$ cat config.mk
export PLATFORM = sky130hd
export DESIGN_NAME = akf_div
export DESIGN_NICKNAME = d
export VERILOG_FILES = /design/src/design/akf_pkg.sv /design/src/design/akf_div.sv
export SDC_FILE = /design/constraint.sdc
export NUM_CORES = 1
export LEC_CHECK = 0
export ABC_AREA = 1
export BUFFER_PORTS_ARGS = -buffer_cell sky130_fd_sc_hd__buf_4
export CAP_MARGIN = 20
export CORE_MARGIN = 4
export CORE_UTILIZATION = 42
export CTS_BUF_LIST = sky130_fd_sc_hd__clkbuf_8
export CTS_CLUSTER_SIZE = 28
export DETAILED_ROUTE_END_ITERATION = 8
export SLEW_MARGIN = 10
export SYNTH_ARGS = -nofsm -noshare
export SYNTH_HDL_FRONTEND = slang
export SYNTH_SLANG_ARGS = --single-unit
$ cat constraint.sdc
create_clock -name clk -period 4.76 [get_ports clk]
set_input_delay 0.476 -clock clk [delete_from_list [all_inputs] [get_ports clk]]
set_output_delay 0.476 -clock clk [all_outputs]
set_load 0.005 [all_outputs]
$ cat src/design/akf_pkg.sv
// ----------------------------------------------------------------------------
// akf_pkg
// Shared types, scratch memory map and helpers of the altitude filter.
// ----------------------------------------------------------------------------
package akf_pkg;

    localparam int COV_FRAC_BITS_DEF = 24;
    localparam int WORD_W            = 32;
    localparam int CFG_W             = 31;
    localparam int CFG_INDEX_W       = 3;
    localparam int QUOT_W            = 32;
    localparam int DEN_W             = 64;
    localparam int MS_PER_S          = 1000;

    localparam int RAM_DEPTH   = 43;
    localparam int ADDR_W      = $clog2(RAM_DEPTH);
    localparam int STATE_WORDS = 12;
    localparam int STATE_IDX_W = $clog2(STATE_WORDS);

    typedef logic [ADDR_W-1:0] addr_t;

    localparam addr_t A_X   = addr_t'(0);
    localparam addr_t A_P   = addr_t'(3);
    localparam addr_t A_FP  = addr_t'(12);
    localparam addr_t A_PP  = addr_t'(21);
    localparam addr_t A_XP  = addr_t'(30);
    localparam addr_t A_G0  = addr_t'(33);
    localparam addr_t A_G1  = addr_t'(36);
    localparam addr_t A_E0  = addr_t'(39);
    localparam addr_t A_E1  = addr_t'(40);
    localparam addr_t A_S00 = addr_t'(41);
    localparam addr_t A_S11 = addr_t'(42);

    typedef enum logic [CFG_INDEX_W-1:0] {
        CFG_Q_HEIGHT,
        CFG_Q_VELOCITY,
        CFG_Q_ACCEL,
        CFG_R_HEIGHT,
        CFG_R_ACCEL
    } cfg_idx_t;

    typedef enum logic [3:0] {
        PH_IDLE,
        PH_DT,
        PH_F2,
        PH_XP,
        PH_FP,
        PH_PP,
        PH_S,
        PH_DET,
        PH_NUM,
        PH_DIV,
        PH_ERR,
        PH_UPX,
        PH_UPP,
        PH_COPY,
        PH_OUT
    } phase_t;

    typedef enum logic [1:0] {
        ST_RD,
        ST_MUL,
        ST_ACC,
        ST_WR
    } step_t;

    typedef enum logic [1:0] {
        SH_NONE,
        SH_COV,
        SH_COV1
    } shift_t;

    typedef enum logic [1:0] {
        D_RAM,
        D_F2,
        D_DET,
        D_NUM
    } dest_t;

    typedef enum logic [2:0] {
        I_ZERO,
        I_QH,
        I_QV,
        I_QA,
        I_RH,
        I_RA,
        I_MH,
        I_MA
    } init_t;

    typedef struct packed {
        logic   a_is_f;
        logic   [3:0] a_fidx;
        addr_t  a_addr;
        logic   b_is_f;
        logic   [3:0] b_fidx;
        addr_t  b_addr;
        logic   is_add;
        logic   neg;
        shift_t shift;
        logic   last;
        dest_t  dest;
        addr_t  dest_addr;
        init_t  init;
    } term_t;

    typedef struct packed {
        logic busy;
        logic done;
    } div_status_t;

    function automatic logic [1:0] grp_row(input logic [3:0] g);
        logic [1:0] r;
        case (g)
            4'd0, 4'd1, 4'd2: r = 2'd0;
            4'd3, 4'd4, 4'd5: r = 2'd1;
            4'd6, 4'd7, 4'd8: r = 2'd2;
            default:          r = 2'd0;
        endcase
        return r;
    endfunction

    function automatic logic [1:0] grp_col(input logic [3:0] g);
        logic [1:0] c;
        case (g)
            4'd0, 4'd3, 4'd6: c = 2'd0;
            4'd1, 4'd4, 4'd7: c = 2'd1;
            4'd2, 4'd5, 4'd8: c = 2'd2;
            default:          c = 2'd0;
        endcase
        return c;
    endfunction

endpackage

$ cat src/design/akf_div.sv
// ----------------------------------------------------------------------------
// akf_div
// Unsigned shift-subtract divider, one quotient bit per cycle, clamped.
// ----------------------------------------------------------------------------
module akf_div #(
    parameter int COV_FRAC_BITS = akf_pkg::COV_FRAC_BITS_DEF
) (
    input  logic                          clk,
    input  logic                          rst_n,
    input  logic                          start,
    input  logic [64+COV_FRAC_BITS-1:0]   dividend,
    input  logic [akf_pkg::DEN_W-1:0]     divisor,
    output logic [akf_pkg::QUOT_W-1:0]    quotient,
    output akf_pkg::div_status_t          status
);

    import akf_pkg::*;

    localparam int DW = 64 + COV_FRAC_BITS;
    localparam int SW = DEN_W + QUOT_W - 1;
    localparam int RW = (DW > SW) ? DW : SW;
    localparam int CW = $clog2(QUOT_W + 1);

    logic [RW-1:0]     rem_reg;
    logic [RW-1:0]     ds_reg;
    logic [QUOT_W-1:0] q_reg;
    logic [CW-1:0]     cnt_reg;
    logic              done_reg;
    logic              busy;
    logic              ge;

    assign busy = (cnt_reg != '0);
    assign ge   = (rem_reg >= ds_reg);

    always_ff @(posedge clk or negedge rst_n)
    begin
        if (!rst_n)
        begin
            cnt_reg  <= '0;
            done_reg <= 1'b0;
        end
        else
        begin
            done_reg <= busy && (cnt_reg == CW'(1));
            if (start)
            begin
                cnt_reg <= CW'(QUOT_W);
            end
            else if (busy)
            begin
                cnt_reg <= cnt_reg - CW'(1);
            end
        end
    end

    always_ff @(posedge clk)
    begin
        if (start)
        begin
            rem_reg <= RW'(dividend);
            ds_reg  <= RW'(divisor) << (QUOT_W - 1);
            q_reg   <= '0;
        end
        else if (busy)
        begin
            if (ge)
            begin
                rem_reg <= rem_reg - ds_reg;
            end
            q_reg  <= {q_reg[QUOT_W-2:0], ge};
            ds_reg <= ds_reg >> 1;
        end
    end

    assign quotient    = q_reg[QUOT_W-1] ? {1'b0, {(QUOT_W-1){1'b1}}} : q_reg;
    assign status.busy = busy;
    assign status.done = done_reg;

endmodule
==> metrics.md <==
| Metric | Value |
|---|---|
| Top cell type by total area after synthesis | `edfxtp_1` |
| GPL Wtd Cong | `0.950` |
| Max transition margin | `0.366` |
| Hold Fails Final Rpt | `0` |
| DRC Markers | `0` |
| Ys async rst share | `0.0306` |
| Die width | `217 um` |
| Area after DPL | `20,300 sq um` |
| Worst path most repeated cell | `nand2_2` |
| Final TNS setup | `0 ns` |
| RSZ-0062 raised after global routing | `false` |
| Post-synth net total | `3,113` |
| Setup Skew | `0.0475 ns` |
| Cells resized by post-CTS repair | `0` |
| Drt wl/cell | `17.9 um` |
| Max clock buf depth | `3` |
| Leak | `11.2 nW` |
| Synth Area in Simple Gates | `0.365` |
| Post-synthesis compound-gate area fraction | `0.0919` |
| Ant. Diodes | `0` |
| Starting Density | `0.425` |
| Die Span Y | `217 um` |
| Routed Wire Length | `65,400 um` |
| CTS tree | `done` |
| Synthesis Warnings | `0` |
| Final design utilization | `0.489` |
| Clock period minus worst slack | `3.74 ns` |
| Crit path capture type | `flop` |
| Crit path kind | `flop to flop` |
| IO Pins | `189` |
| Top delay family on crit path | `simple AND/OR/NAND/NOR gates` |
| Largest family of logic cells by synthesized area | `simple AND/OR/NAND/NOR gates` |
| Register area share after synthesis | `0.335` |
| Total power | `14.1 mW` |
| Vias | `17,996` |
| GRT Total Usage | `0.274` |
| Final setup viols | `0` |
| Antenna Violating Nets Remaining | `0` |
| Part of the cycle the worst path needs | `0.785` |
| WP buf/inv | `2` |
| Clock latency on the worst-skew pair | `0.63 ns` |
| CP max stage delay | `0.67 ns` |
| Outcome | `finished clean` |
| Synthesis-stage register bit count | `229` |
| Initial antenna violation count | `0` |
| Avg Inst Size Synth | `6.41 sq um` |
| Worst path cell trace | `inv_1 -> ha_1 -> nand2_1 -> nor2_2 -> nand2_2 -> nor2_2 -> nand2_2 -> nand2_4 -> nand2_1 -> nand2_2 -> nand2_2 -> nand2_4 -> nand2_8 -> nand2_4 -> buf_4` |
| Syn-to-layout area delta | `14.9%` |
| Final nets | `3,299` |
| Clock Pin Slew Worst Setup and Hold Paths | `0.07 ns` |
| Root Driver | `clkbuf_8` |
| Mapped Area | `18,300 sq um` |
| Area contributors post-synth | `edfxtp_1, nand2_1, inv_1` |
| Most common cell in the netlist | `nand2_1` |
| Synth Instances | `2,860` |
| IO Port Bufs | `187` |
| Hpwl dp | `54,300 um` |
| Initial DRC Count | `1,087` |
| Vias in the first global route | `17,895` |
| Placement Rows | `76` |
| Worst Hold Slack | `0.121 ns` |
| Layout cells sized above 1 | `0.124` |
| Critical Path Source Type | `flop` |
| Placed cell count | `3,586` |
| Fmax | `0.268 GHz` |
| Largest net degree at the start of global routing | `100` |
| Synth top area share | `0.249` |
| Multiplexer share of the synthesized area | `0` |
| Netlist cell types | `46` |
| First-pass GRT wire length | `100,000 um` |
| Die area | `47,000 sq um` |
| Top_reg_cell synth | `edfxtp_1` |
| Final instance area | `21,100 sq um` |
| Core area | `43,100 sq um` |
| Final cell count without fillers | `3,661` |
| Adder-Cell Fraction of Synth Area | `0.0673` |
| Synth top cells by count | `nand2_1, inv_1, nor2_1, edfxtp_1, nand3_1` |
| Pwr/cell area | `671 nW/um^2` |
| Min-Delay Path Class | `input port to flop` |
| CTS Buf Count | `41` |
| CP Max Fanout | `49` |
| PnR worst setup slack | `1.02 ns` |
| Drt first pass iters | `5` |
| Post-synthesis xor/xnor area fraction | `0.0124` |
| Worst Path Arrival | `3.97 ns` |
| Slowest CP cell | `buf_4` |
| H-tree lvl count | `2` |
| Worst-margin pin slew | `0.949 ns` |
| Clk sink count | `229` |
| Place WS | `0.990 ns` |
| Number of synthesized flops with an enable pin | `152` |
| Worst Path Required | `5.00 ns` |
| Vias/cell | `4.92` |
| Max VDD drop | `331 uV` |
| Congestion Overflow GR | `0` |
| Max Slew Vio Count | `0` |
| MaxCap Viol Count | `0` |
[worst paths after layout]
kind                                     startpoint                        to  slack (ns)  depth (start not counted)
max reg2reg                 ds_reg[30]$_SDFFE_PP0N_      rem_reg[5]$_DFFE_PP_        1.02                         15
min in group asynchronous                     rst_n    cnt_reg[3]$_DFFE_PN0P_        0.25                          2
min                                    dividend[34]     rem_reg[34]$_DFFE_PP_        0.12                          3
max in group asynchronous                     rst_n    cnt_reg[4]$_DFFE_PN0P_        4.38                          2
max                         ds_reg[30]$_SDFFE_PP0N_      rem_reg[5]$_DFFE_PP_        1.02                         15
min reg2reg                rem_reg[92]$_SDFFE_PP0P_  rem_reg[92]$_SDFFE_PP0P_        0.47                          2
[worst min-delay path, delay by kind of cell]
family	cells	cell delay, ns
buffers and inverters	1	0.08
AND/OR/NAND/NOR	2	0.09
[report_power, final]
group | internal, mW | switching [mW] | leakage, nW
Combinational | 2.85 | 6.47 | 8.47
Sequential | 2.94 | 0.197 | 2.24
Clock | 0.825 | 0.842 | 0.447
[logic make-up (layout without fill, tap and decap cells)]
family	count (synthesis)	after routing
buffers and inverters	616	832
AND/OR/NAND/NOR	1584	1584
other	1	1
XOR/XNOR	26	26
flip-flops	229	229
adder cells (fa/ha/maj)	98	98
AO/OA/AOI/OAI	306	306
[layer usage]
layer  up-vias  track usage  part of all wire
li1       9254            -                 -
met1      8195        0.369              0.46
met2       439        0.441              0.44
met3       108       0.0475             0.055
met4         0        0.108             0.042
met5         -            0                 0
[final cells by class]
cell class | count | area (sq um)
well taps | 585 | 732
clock buffers | 42 | 578
fillers | 4646 | 22000
inverters | 562 | 2110
repair buffers | 197 | 1500
flip-flops and latches | 229 | 6140
multi-input cells | 2015 | 9850
clock inverters | 31 | 144
[what timing repair did]
action	CTS	global route
hold endpoints to repair	7	0
hold buffers	1	0
buffers inserted	0	0
[cells in the final DEF, fill, tap and decap left out, types with 3 or more instances in the layout]
cell      count
nor3_2       12
dfrtp_1       7
nor2_4        7
inv_1       567
nor2_1      203
clkinv_2      3
ha_1         97
o22ai_1      62
a21oi_1     104
xor2_1        6
buf_4       194
and2_1        5
nor3_1       10
a21oi_2       3
clkbuf_8     42
nand4_1      21
nor4_1        3
edfxtp_1    152
nand3b_1     17
or2_2        27
nand2_4       5
inv_2        13
nor2_2       27
or2_1         3
nand2_1    1081
o21bai_1     17
nand2_2      31
nand3_1     122
o21ai_0     103
dfxtp_1      70
nand3_2       8
xnor2_1      20
o21ai_1      12
clkinv_1      6
Power figures use the tool's default switching activity.
